### src/hdl/rgbe_rle_pkg.sv
// Package for the RGBE scanline run-length decoder.
// Holds the decode phase type, result and error codes and size constants.
// No dependencies.
package rgbe_rle_pkg;

  localparam int unsigned MAX_LINE_WIDTH_DEF = 32767;
  localparam int unsigned MIN_NEW_WIDTH      = 8;
  localparam int unsigned LINE_WIDTH_RESET   = 8;

  localparam logic [7:0] NEW_MARK_BYTE = 8'd2;
  localparam logic [7:0] RUN_CODE_BASE = 8'd128;

  typedef enum logic [7:0] {
    PH_START  = 8'b0000_0001,
    PH_OLD    = 8'b0000_0010,
    PH_HDR_G  = 8'b0000_0100,
    PH_HDR_B  = 8'b0000_1000,
    PH_HDR_W  = 8'b0001_0000,
    PH_CODE   = 8'b0010_0000,
    PH_RUNVAL = 8'b0100_0000,
    PH_LIT    = 8'b1000_0000
  } phase_t;

  typedef enum logic [1:0] {
    KIND_CHANNEL = 2'd0,
    KIND_PIXEL   = 2'd1,
    KIND_ERROR   = 2'd2
  } write_kind_t;

  typedef enum logic [1:0] {
    ERR_NONE      = 2'd0,
    ERR_TRUNCATED = 2'd1,
    ERR_WIDTH     = 2'd2,
    ERR_OVERRUN   = 2'd3
  } error_code_t;

  typedef enum logic [1:0] {
    SHIFT_0  = 2'd0,
    SHIFT_8  = 2'd1,
    SHIFT_16 = 2'd2
  } rep_shift_t;

  localparam logic [1:0] CHAN_EXP = 2'd3;

endpackage

### src/hdl/rgbe_scanline_rle_decoder.sv
// Top level of the RGBE scanline run-length decoder.
// Decodes old-format and new-format scanline bytes into fill requests.
// Depends on rgbe_rle_pkg.

// One byte request is decoded per clock cycle: the whole decode of a byte is
// combinational logic from the input port and the decode state into the
// result register, so a new byte is taken in every cycle as long as the
// result register is empty or its request is being taken in the same cycle.
// Each byte yields at most one fill request (a run of one channel, a run of
// whole pixels, or an error) in the cycle after it is taken. line_width is
// written through cfg_wr_en/cfg_wr_data and resets to 8.
module rgbe_scanline_rle_decoder #(
  parameter int unsigned MAX_LINE_WIDTH = rgbe_rle_pkg::MAX_LINE_WIDTH_DEF
) (
  input  logic        clk,
  input  logic        rst_n,

  input  logic        cfg_wr_en,
  input  logic [14:0] cfg_wr_data,

  input  logic        in_valid,
  output logic        in_ready,
  input  logic [7:0]  in_data_byte,
  input  logic        in_end_of_stream,

  output logic        out_valid,
  input  logic        out_ready,
  output logic [1:0]  out_write_kind,
  output logic [1:0]  out_channel,
  output logic [14:0] out_first_pixel,
  output logic [14:0] out_pixel_count,
  output logic [31:0] out_pixel_value,
  output logic        out_line_done,
  output logic [1:0]  out_error_code
);

  rgbe_rle_pkg::phase_t     phase_r, phase_nxt;
  rgbe_rle_pkg::rep_shift_t shift_r, shift_nxt;
  logic [14:0] line_width_r;
  logic [15:0] pos_r, pos_nxt;
  logic [1:0]  chan_r, chan_nxt;
  logic [1:0]  nbytes_r, nbytes_nxt;
  logic [23:0] acc_r, acc_nxt;
  logic [31:0] prev_pix_r, prev_pix_nxt;
  logic [7:0]  left_r, left_nxt;
  logic [7:0]  hdr_g_r, hdr_g_nxt;
  logic [7:0]  hdr_b_r, hdr_b_nxt;

  logic        out_valid_r;
  logic [1:0]  kind_r, kind_nxt;
  logic [1:0]  ochan_r, ochan_nxt;
  logic [14:0] first_r, first_nxt;
  logic [14:0] count_r, count_nxt;
  logic [31:0] value_r, value_nxt;
  logic        done_r, done_nxt;
  logic [1:0]  err_r, err_nxt;
  logic        emit;

  logic        accept;
  logic [15:0] lw16;

  assign in_ready = !out_valid_r || out_ready;
  assign accept   = in_valid && in_ready;
  assign lw16     = {1'b0, line_width_r};

  always_comb begin
    logic        st;
    logic [15:0] pos_b;
    logic [1:0]  nb_b;
    logic [23:0] acc_b;
    logic [31:0] prev_b;
    rgbe_rle_pkg::rep_shift_t shift_b;
    logic [15:0] rest;
    logic        old_go;
    logic        px_go;
    logic [31:0] pix;
    logic [16:0] cnt_raw;
    logic [15:0] cnt;
    logic [16:0] pos_sum;
    logic [15:0] pos_p1;
    logic        pdone;
    logic [7:0]  b;
    logic [7:0]  n;
    logic        adv_go;
    logic [15:0] adv_pos;
    logic [7:0]  adv_left;
    logic [15:0] adv_start;
    logic [15:0] adv_cnt;

    b = in_data_byte;
    st = (phase_r == rgbe_rle_pkg::PH_START);
    pos_b   = st ? 16'd0 : pos_r;
    nb_b    = st ? 2'd0 : nbytes_r;
    acc_b   = st ? 24'd0 : acc_r;
    prev_b  = st ? 32'd0 : prev_pix_r;
    shift_b = st ? rgbe_rle_pkg::SHIFT_0 : shift_r;
    rest    = (pos_b < lw16) ? (lw16 - pos_b) : 16'd0;
    n       = (b > rgbe_rle_pkg::RUN_CODE_BASE) ? {1'b0, b[6:0]} : b;

    phase_nxt    = phase_r;
    shift_nxt    = shift_b;
    pos_nxt      = pos_b;
    chan_nxt     = st ? 2'd0 : chan_r;
    nbytes_nxt   = nb_b;
    acc_nxt      = acc_b;
    prev_pix_nxt = prev_b;
    left_nxt     = st ? 8'd0 : left_r;
    hdr_g_nxt    = hdr_g_r;
    hdr_b_nxt    = hdr_b_r;

    emit      = 1'b0;
    kind_nxt  = rgbe_rle_pkg::KIND_PIXEL;
    ochan_nxt = 2'd0;
    first_nxt = 15'd0;
    count_nxt = 15'd0;
    value_nxt = 32'd0;
    done_nxt  = 1'b0;
    err_nxt   = rgbe_rle_pkg::ERR_NONE;

    old_go    = 1'b0;
    px_go     = 1'b0;
    pix       = {acc_b, b};
    adv_go    = 1'b0;
    adv_pos   = pos_r;
    adv_left  = left_r;
    adv_start = pos_r;
    adv_cnt   = 16'd0;
    cnt_raw   = 17'd0;
    cnt       = 16'd0;
    pos_sum   = 17'd0;
    pos_p1    = 16'd0;
    pdone     = 1'b0;

    if (in_end_of_stream) begin
      emit      = 1'b1;
      kind_nxt  = rgbe_rle_pkg::KIND_ERROR;
      err_nxt   = rgbe_rle_pkg::ERR_TRUNCATED;
      phase_nxt = rgbe_rle_pkg::PH_START;
      pos_nxt      = pos_r;
      chan_nxt     = chan_r;
      nbytes_nxt   = nbytes_r;
      acc_nxt      = acc_r;
      prev_pix_nxt = prev_pix_r;
      shift_nxt    = shift_r;
      left_nxt     = left_r;
    end else begin
      unique case (phase_r)
        rgbe_rle_pkg::PH_START: begin
          if (line_width_r == 15'd0) begin
            emit     = 1'b1;
            done_nxt = 1'b1;
          end else if (line_width_r >= 15'(rgbe_rle_pkg::MIN_NEW_WIDTH) &&
                       {17'd0, line_width_r} <= 32'(MAX_LINE_WIDTH) &&
                       b == rgbe_rle_pkg::NEW_MARK_BYTE) begin
            phase_nxt = rgbe_rle_pkg::PH_HDR_G;
          end else begin
            phase_nxt = rgbe_rle_pkg::PH_OLD;
            old_go    = 1'b1;
          end
        end
        rgbe_rle_pkg::PH_OLD: begin
          old_go = 1'b1;
        end
        rgbe_rle_pkg::PH_HDR_G: begin
          hdr_g_nxt = b;
          phase_nxt = rgbe_rle_pkg::PH_HDR_B;
        end
        rgbe_rle_pkg::PH_HDR_B: begin
          hdr_b_nxt = b;
          phase_nxt = rgbe_rle_pkg::PH_HDR_W;
        end
        rgbe_rle_pkg::PH_HDR_W: begin
          if (hdr_g_r != rgbe_rle_pkg::NEW_MARK_BYTE || hdr_b_r[7]) begin
            phase_nxt = rgbe_rle_pkg::PH_OLD;
            shift_b   = rgbe_rle_pkg::SHIFT_0;
            px_go     = 1'b1;
            pix       = {rgbe_rle_pkg::NEW_MARK_BYTE, hdr_g_r, hdr_b_r, b};
          end else if ({hdr_b_r, b} != lw16) begin
            emit      = 1'b1;
            kind_nxt  = rgbe_rle_pkg::KIND_ERROR;
            err_nxt   = rgbe_rle_pkg::ERR_WIDTH;
            phase_nxt = rgbe_rle_pkg::PH_START;
          end else begin
            pos_nxt   = 16'd0;
            chan_nxt  = 2'd0;
            left_nxt  = 8'd0;
            phase_nxt = rgbe_rle_pkg::PH_CODE;
          end
        end
        rgbe_rle_pkg::PH_CODE: begin
          if (n != 8'd0) begin
            if ({8'd0, n} > rest) begin
              emit      = 1'b1;
              kind_nxt  = rgbe_rle_pkg::KIND_ERROR;
              err_nxt   = rgbe_rle_pkg::ERR_OVERRUN;
              phase_nxt = rgbe_rle_pkg::PH_START;
            end else begin
              left_nxt  = n;
              phase_nxt = (b > rgbe_rle_pkg::RUN_CODE_BASE) ? rgbe_rle_pkg::PH_RUNVAL
                                                           : rgbe_rle_pkg::PH_LIT;
            end
          end
        end
        rgbe_rle_pkg::PH_RUNVAL: begin
          adv_go   = 1'b1;
          adv_pos  = pos_r + {8'd0, left_r};
          adv_left = 8'd0;
          adv_cnt  = {8'd0, left_r};
        end
        rgbe_rle_pkg::PH_LIT: begin
          adv_go   = 1'b1;
          adv_pos  = pos_r + 16'd1;
          adv_left = (left_r != 8'd0) ? (left_r - 8'd1) : 8'd0;
          adv_cnt  = 16'd1;
        end
        default: begin
          phase_nxt = rgbe_rle_pkg::PH_START;
        end
      endcase
    end

    // gather old-format bytes into pixels
    if (old_go) begin
      acc_nxt    = {acc_b[15:0], b};
      nbytes_nxt = nb_b + 2'd1;
      if (nb_b == 2'd3) begin
        px_go = 1'b1;
        pix   = {acc_b, b};
      end
    end

    if (px_go) begin
      if (pix[31:8] == 24'h01_01_01) begin
        if (pix[7:0] == 8'd0) begin
          cnt_raw = 17'd0;
        end else begin
          unique case (shift_b)
            rgbe_rle_pkg::SHIFT_0:  cnt_raw = {9'd0, pix[7:0]};
            rgbe_rle_pkg::SHIFT_8:  cnt_raw = {1'b0, pix[7:0], 8'd0};
            rgbe_rle_pkg::SHIFT_16: cnt_raw = {1'b0, rest};
            default:                cnt_raw = {1'b0, rest};
          endcase
        end
        cnt       = (cnt_raw > {1'b0, rest}) ? rest : cnt_raw[15:0];
        shift_nxt = (shift_b == rgbe_rle_pkg::SHIFT_0) ? rgbe_rle_pkg::SHIFT_8
                                                       : rgbe_rle_pkg::SHIFT_16;
        pos_sum   = {1'b0, pos_b} + {1'b0, cnt};
        pos_nxt   = pos_sum[15:0];
        pdone     = (pos_sum >= {1'b0, lw16});
        if (pdone) begin
          phase_nxt = rgbe_rle_pkg::PH_START;
        end
        if (cnt != 16'd0 || pdone) begin
          emit      = 1'b1;
          first_nxt = pos_b[14:0];
          count_nxt = cnt[14:0];
          value_nxt = prev_b;
          done_nxt  = pdone;
        end
      end else begin
        shift_nxt    = rgbe_rle_pkg::SHIFT_0;
        prev_pix_nxt = pix;
        pos_p1       = pos_b + 16'd1;
        pos_nxt      = pos_p1;
        pdone        = (pos_p1 >= lw16);
        if (pdone) begin
          phase_nxt = rgbe_rle_pkg::PH_START;
        end
        emit      = 1'b1;
        first_nxt = pos_b[14:0];
        count_nxt = 15'd1;
        value_nxt = pix;
        done_nxt  = pdone;
      end
    end

    // finish a channel run or literal, then step channel or line
    if (adv_go) begin
      emit      = 1'b1;
      kind_nxt  = rgbe_rle_pkg::KIND_CHANNEL;
      ochan_nxt = chan_r;
      first_nxt = adv_start[14:0];
      count_nxt = adv_cnt[14:0];
      value_nxt = {24'd0, b};
      left_nxt  = adv_left;
      pos_nxt   = adv_pos;
      phase_nxt = (adv_left != 8'd0) ? rgbe_rle_pkg::PH_LIT : rgbe_rle_pkg::PH_CODE;
      if (adv_pos >= lw16) begin
        pos_nxt  = 16'd0;
        chan_nxt = chan_r + 2'd1;
        if (chan_r == rgbe_rle_pkg::CHAN_EXP) begin
          phase_nxt = rgbe_rle_pkg::PH_START;
          done_nxt  = 1'b1;
        end
      end
    end
  end

  always_ff @(posedge clk) begin
    if (!rst_n) begin
      phase_r      <= rgbe_rle_pkg::PH_START;
      line_width_r <= 15'(rgbe_rle_pkg::LINE_WIDTH_RESET);
      out_valid_r  <= 1'b0;
    end else begin
      if (cfg_wr_en) begin
        line_width_r <= cfg_wr_data;
      end
      if (accept) begin
        phase_r <= phase_nxt;
      end
      if (in_ready) begin
        out_valid_r <= accept && emit;
      end
    end
  end

  always_ff @(posedge clk) begin
    if (accept) begin
      pos_r      <= pos_nxt;
      chan_r     <= chan_nxt;
      nbytes_r   <= nbytes_nxt;
      acc_r      <= acc_nxt;
      prev_pix_r <= prev_pix_nxt;
      shift_r    <= shift_nxt;
      left_r     <= left_nxt;
      hdr_g_r    <= hdr_g_nxt;
      hdr_b_r    <= hdr_b_nxt;
    end
    if (accept && emit) begin
      kind_r  <= kind_nxt;
      ochan_r <= ochan_nxt;
      first_r <= first_nxt;
      count_r <= count_nxt;
      value_r <= value_nxt;
      done_r  <= done_nxt;
      err_r   <= err_nxt;
    end
  end

  assign out_valid       = out_valid_r;
  assign out_write_kind  = kind_r;
  assign out_channel     = ochan_r;
  assign out_first_pixel = first_r;
  assign out_pixel_count = count_r;
  assign out_pixel_value = value_r;
  assign out_line_done   = done_r;
  assign out_error_code  = err_r;

endmodule

### config.mk
export PLATFORM = sky130hd
export DESIGN_NAME = rgbe_scanline_rle_decoder
export DESIGN_NICKNAME = d
export VERILOG_FILES = /design/src/hdl/rgbe_rle_pkg.sv /design/src/hdl/rgbe_scanline_rle_decoder.sv
export SDC_FILE = /design/constraint.sdc
export NUM_CORES = 1
export LEC_CHECK = 0
export BUFFER_PORTS_ARGS = -buffer_cell sky130_fd_sc_hd__buf_2
export CORE_ASPECT_RATIO = 0.9
export CORE_MARGIN = 2
export CORE_UTILIZATION = 56
export DETAILED_ROUTE_END_ITERATION = 8
export GPL_TIMING_DRIVEN = 0
export PLACE_DENSITY = 0.78
export SLEW_MARGIN = 10
export SYNTH_ARGS = -nofsm -noshare
export SYNTH_HDL_FRONTEND = slang
export SYNTH_SLANG_ARGS = --single-unit
export TNS_END_PERCENT = 100
### constraint.sdc
create_clock -name clk -period 12.4 [get_ports clk]
set_input_delay 0.62 -clock clk [delete_from_list [all_inputs] [get_ports clk]]
set_output_delay 0.62 -clock clk [all_outputs]
set_load 0.01 [all_outputs]
==> reports/metrics.cfg, run 1 <==
[logic_synthesis]
syn_avg_cell_area_sq_um = 9.33
synth_area_sq_um = 14200
yosysWarnings = 0
synth_top_family_by_area = compound AO/OA/AOI/OAI gates
synth_edf_count = 171
syn_inst = 1527
ys_seq_elements = 195
synth_simple_gate_area_share_pct = 18.9
seq_area_frac_synth_pct = 39.4
yosys.cell_types.count = 80
synth_compound_area_share_pct = 19.2
synth_fa_ha_area_share_pct = 10.4
synth_xor_area_share_pct = 4.30
synth_ff_type = edfxtp_1
async_reset_ff_share_pct = 0
syn_nets = 1673
muxShareOfSynthArea_pct = 3.56

[drt]
vias_per_cell = 6.52
drtIter0Drc = 1910
dr.pass1.iters = 5
wl_per_cell_microns = 23.1
drc = 0
vias = 13100
ant_nets = 0
totalWireLength_microns = 46300

[global_route]
grt-ovfl-total = 0
track_usage_pct = 34.6
grt_max_degree = 41
first_global_vias = 11900
antenna_found_initial = 1
grt_pass1_wl_microns = 69300

[cts]
tritoncts = done
htreeDepth = 4
clk_latency_ns = 0.47
post-cts-setup-buffer-count = 0
cts_buffers = 17
cts.sinks = 195
clockBufferDepth = 2
cts_root_buffer = clkbuf_16
cts_hold_buffers = 0
path_clk_slew_ns = 0.09

[finish]
area_delta_synth_final_pct = 11.7
nets = 1792
n_fill_cell = 2138
stdcell_count = 2002
seqCellArea_sq_um = 5620
layout-drive-gt1-share_pct = 10.7
multi_input_area_sq_um = 8080

[hold_path]
hold_end = hdr_g_r[5]
min_path_cells = 1
hold_class = in -> reg
hold_path_startpoint = in_data_byte[5]

[timing]
worstMarginPinSlew_ns = 1.25
rsz0062_at_grt = no
hold_viol_final = 0
drv_slew = 0
post-route-min-period_ns = 11.89
finClkSkew_ns = 0.0228
period_share_pct = 95.9
max_freq_ghz = 0.0841
relSlewSlack_pct = 15.7
setup_viol = 0

[die]
core-area_sq_um = 25000
rows = 55
die_x_microns = 172
initial_core_util_pct = 56.9
die_y_microns = 155
pin_count = 100
dieArea_sq_um = 26700

[power_and_ir_drop]
ir_worst_vdd_mv = 0.104
p_sw_share_pct = 40.1
clkPwrFrac_pct = 27.8
p_int_uw = 1340
power_frac_comb_pct = 36.8
power_leakage_uw = 0.00681
power_density_nw_per_um2 = 141
power_uw = 2240
power_switching_uw = 898
seq_power_share_pct = 35.4

[place]
placed_cells = 1969
port_buffers = 97
gp_congestion = 1.00
dp_hpwl_microns = 35400

[setup_path]
worstPathMaxFanout = 10
crit_slowest_cell = nor4_1
cp_slowest_stage_delay_ns = 0.51
setup.worst_path.start_class = register
cp_common_cell = clkbuf_2
ff2ff_setup_slack_ns = 0.51
reg2reg_from = phase_r[6]
path_class = reg -> reg
cp-end-kind = register
cp.required_ns = 12.62
arrival_ns = 12.10
r2r_cells = 43
timing.rr.end = out_first_pixel[11]

[outcome]
status = complete, no violations

[flow_run]
cap_violations = 0

timing repair:
action / CTS / global route
resized for setup: 2 / 10
gates cloned: 0 / 0
pin swaps: 0 / 0
endpoints found under the setup margin: 119 / 125
sequential cells by signal, indices dropped and copies added (netlist names), 8 cells and up:
signal,flops
acc_r,24
hdr_b_r,8
hdr_g_r,8
left_r,8
line_width_r,15
out_first_pixel,15
out_pixel_count,15
out_pixel_value,32
phase_r,8
pos_r,16
prev_pix_r,32
cells in the final DEF, fill, tap and decap left out, types with 19 or more instances in the layout:
cell / synthesis / final
o21ai_0: 82 / 82
a22o_1: 33 / 33
inv_1: 73 / 73
nor4_1: 23 / 22
a21oi_1: 87 / 85
dfxtp_1: 24 / 24
nor2_1: 118 / 116
a21o_1: 58 / 58
buf_2: 6 / 104
edfxtp_1: 171 / 171
xnor2_1: 38 / 38
nor3_1: 26 / 26
ha_1: 114 / 114
nand3_1: 65 / 65
nand2_1: 146 / 146
nand2b_1: 23 / 23
clkbuf_1: 64 / 60
nand4_1: 19 / 19
and2_1: 36 / 36
xor2_1: 32 / 32
mux2i_1: 44 / 44
worst max-delay path, delay by kind of cell (launching register included):
family	cells	cell delay (ns)
compound gates	18	4.46
buf+inv	7	1.77
simple gates	13	3.30
xor+xnor	1	0.23
flops	1	0.39
fa+ha+maj	4	1.47
area by class of cell:
class | count | share of cell area [%]
antenna | 1 | 0.0157
buffer | 77 | 2.04
clock buffer | 17 | 2.67
clock inverter | 15 | 1.41
inverter | 75 | 1.78
multi-input combinational | 1180 | 50.7
sequential | 195 | 35.3
tap | 342 | 2.69
timing repair buffer | 100 | 3.40
kinds of logic after synthesis:
logic type,after synthesis
buf+inv,152
compound gates,406
simple gates,537
mux,50
fa+ha+maj,117
flops,195
xor+xnor,70
worst max path at each step:
stage	startpoint	to	slack, ns
6_report	phase_r[6]	out_first_pixel[11]	0.51
3_5_place_dp	phase_r[4]	out_pixel_value[30]	-0.26
4_1_cts	phase_r[4]	out_pixel_value[30]	0.17
2_1_floorplan	phase_r[4]	out_channel[0]	0.61
3_3_place_gp	phase_r[4]	out_error_code[0]	-3.73
5_1_grt	phase_r[4]	out_pixel_value[30]	0.08
cell usage after synthesis, types with 10 or more instances:
cell / n / area share, %
nand4_1: 19 / 0.83
nor2b_1: 17 / 0.75
o22ai_1: 10 / 0.44
ha_1: 114 / 10
o21ai_0: 82 / 2.9
and2_1: 36 / 1.6
nor4_1: 23 / 1.0
xor2_1: 32 / 2.0
nand2_1: 146 / 3.8
nand3_1: 65 / 2.3
a211oi_1: 11 / 0.58
o31ai_1: 10 / 0.53
and3_1: 17 / 0.75
o211ai_1: 12 / 0.63
clkbuf_1: 64 / 1.7
xnor2_1: 38 / 2.3
inv_1: 73 / 1.9
a31oi_1: 13 / 0.57
mux2i_1: 44 / 3.1
nand2b_1: 23 / 1.0
a21o_1: 58 / 3.1
dfxtp_1: 24 / 3.4
nor2_1: 118 / 3.1
a21oi_1: 87 / 3.1
a22o_1: 33 / 2.0
edfxtp_1: 171 / 36
nor3_1: 26 / 0.91
routing by layer:
layer,GRT usage [%],share of wire (%),up-vias
met4,10.6,3.1,2
li1,-,-,5936
met1,50.7,43,6146
met5,0,0.028,-
met2,49.8,41,858
met3,9.23,12,113
metrics by stage:
stage          utilization [%]  area, sq um  hold WS, ns  TNS (ns)  setup WS [ns]
3_3_place_gp              60.5        15200        0.534   -264.49          -3.73
2_1_floorplan                -        14200        0.509         0          0.615
6_report                  63.6        15900        0.383         0          0.512
5_1_grt                   63.5        15900        0.389         0         0.0761
4_1_cts                   63.5        15900        0.375         0          0.174
3_5_place_dp              60.8        15200        0.540    -19.67         -0.256
power groups by stage:
stage / logic (uW) / clock network [uW] / registers, uW
floorplan: 551 / 0 / 801
global placement: 762 / 0 / 809
detailed placement: 778 / 0 / 807
CTS: 788 / 622 / 792
global route: 892 / 641 / 798
finish: 824 / 623 / 794
Note: power is estimated with default switching activity, not from simulation.
==> run 2, diff against run 1 <==
--- a/config.mk
+++ b/config.mk
@@ -5,13 +5,16 @@
 export SDC_FILE = /design/constraint.sdc
 export NUM_CORES = 1
 export LEC_CHECK = 0
+export ABC_CLOCK_PERIOD_IN_PS = 12400
 export BUFFER_PORTS_ARGS = -buffer_cell sky130_fd_sc_hd__buf_2
 export CORE_ASPECT_RATIO = 0.9
 export CORE_MARGIN = 2
-export CORE_UTILIZATION = 56
+export CORE_UTILIZATION = 57
+export CTS_BUF_LIST = sky130_fd_sc_hd__clkbuf_8
+export CTS_CLUSTER_DIAMETER = 200
 export DETAILED_ROUTE_END_ITERATION = 8
 export GPL_TIMING_DRIVEN = 0
-export PLACE_DENSITY = 0.78
+export PLACE_DENSITY = 0.79
 export SLEW_MARGIN = 10
 export SYNTH_ARGS = -nofsm -noshare
 export SYNTH_HDL_FRONTEND = slang
==> reports/metrics.cfg, run 2 (synthesis gave the netlist of run 1 again) <==
[drt]
drc = 0
drtIter0Drc = 1820
vias_per_cell = 6.51
totalWireLength_microns = 44900
dr.pass1.iters = 6
wl_per_cell_microns = 22.5
ant_nets = 0
vias = 13000

[finish]
stdcell_count = 1996
design_area_sq_um = 15700
layout_commonest_cell = edfxtp_1
nets = 1792
n_fill_cell = 2044
layout-drive-gt1-share_pct = 10.7
seqCellArea_sq_um = 5620
area_delta_synth_final_pct = 10.3
final_cell_mix = edfxtp_1 (171), nand2_1 (146), nor2_1 (116)
multi_input_area_sq_um = 8080

[setup_path]
critPathBufInv = 8
cp-end-kind = register
cp.required_ns = 12.67
crit_family = compound AO/OA/AOI/OAI gates
crit_slowest_cell = fa_1
cp_slowest_stage_delay_ns = 0.46
worstPathMaxFanout = 28
cp_common_cell = clkbuf_2
path_class = reg -> reg
arrival_ns = 11.95
setup.worst_path.start_class = register

[timing]
hold_slack_ns = 0.328
worstMarginPinSlew_ns = 1.27
setup_viol = 0
relSlewSlack_pct = 15.0
finClkSkew_ns = 0.0334
max_freq_ghz = 0.0857
setup_slack_ns = 0.726
period_share_pct = 94.1
hold_viol_final = 0
rsz0062_at_grt = no
post-route-min-period_ns = 11.67
drv_slew = 0

[die]
core-area_sq_um = 24400
die_y_microns = 154
initial_core_util_pct = 58.4
dieArea_sq_um = 26300
rows = 54
die_x_microns = 171
pin_count = 100

[power_and_ir_drop]
ir_worst_vdd_mv = 0.0821
power_leakage_uw = 0.00673
power_density_nw_per_um2 = 134

[place]
port_buffers = 97
placed_cells = 1963
preCtsSetupSlack_ns = -0.407
dp_hpwl_microns = 34300
gp_congestion = 1.00
dpl_cell_area_sq_um = 15200

[cts]
cts_root_buffer = clkbuf_8
post-cts-setup-buffer-count = 0
path_clk_slew_ns = 0.14
clk_latency_ns = 0.52
clockBufferDepth = 2
cts.sinks = 195
htreeDepth = 4
cts_buffers = 17
tritoncts = done

[outcome]
status = complete, no violations

[global_route]
grt_max_degree = 41
grt-ovfl-total = 0
first_global_vias = 12000
grt_pass1_wl_microns = 68700
antenna_found_initial = 3
track_usage_pct = 34.3

[hold_path]
hold_class = in -> reg

[flow_run]
cap_violations = 0

-- run 2: layer usage --
layer	up-vias	share of wire [%]	track usage (%)	routed length, microns
met4	2	3.3	12.0	1460
met2	834	41	47.9	18300
li1	5929	-	-	-
met3	122	13	8.57	5620
met5	-	0.029	0	13
met1	6112	43	51.4	19500
-- run 2: worst reg2reg max path: cells and delay by family, from the launching register on --
kind                       cells  cell delay, ns
buffers and inverters          8            1.92
AOI/OAI and AO/OA             18            4.33
and+or+nand+nor               13            3.11
DFF                            1            0.41
adders and majority gates      4            1.44
xor gates and xnor gates       1            0.22
-- run 2: worst paths after layout --
| kind | to | from | slack (ns) | cells after the start |
|---|---|---|---|---|
| max | out_write_kind[1] | phase_r[6] | 0.73 | 44 |
| min | line_width_r[11] | cfg_wr_data[11] | 0.33 | 3 |
| max reg2reg | out_write_kind[1] | phase_r[6] | 0.73 | 44 |
| min reg2reg | out_pixel_value[19] | prev_pix_r[19] | 0.57 | 1 |
-- run 2: stage by stage --
| step | TNS (ns) | util [%] | total power [uW] |
|---|---|---|---|
| after floorplan | 0 | - | 1350 |
| after global placement | -248.75 | 62.1 | 1560 |
| after detailed placement | -21.42 | 62.4 | 1580 |
| after CTS | 0 | 64.3 | 2060 |
| after global routing | 0 | 64.4 | 2190 |
| final | 0 | 64.4 | 2100 |
-- run 2: power breakdown --
| part | internal [uW] | switching [uW] | total [uW] | leakage [uW] |
|---|---|---|---|---|
| logic | 299 | 523 | 821 | 0.00465 |
| registers | 760 | 34.0 | 794 | 0.00186 |
| clock network | 168 | 318 | 486 | 0.000224 |
-- run 2: timing repair --
action                     4_1_cts  5_1_grt
pin swaps                        0        0
resized for setup                2       13
hold buffers                     0        0
setup endpoints to repair      114      124
-- run 2: final cells by class --
class	count	share of cell area (%)
buffer	77	2.07
multi-input combinational	1180	51.4
clock inverter	15	1.39
clock buffer	17	1.49
antenna	1	0.0159
inverter	75	1.80
tap	336	2.67
sequential	195	35.7
timing repair buffer	100	3.44
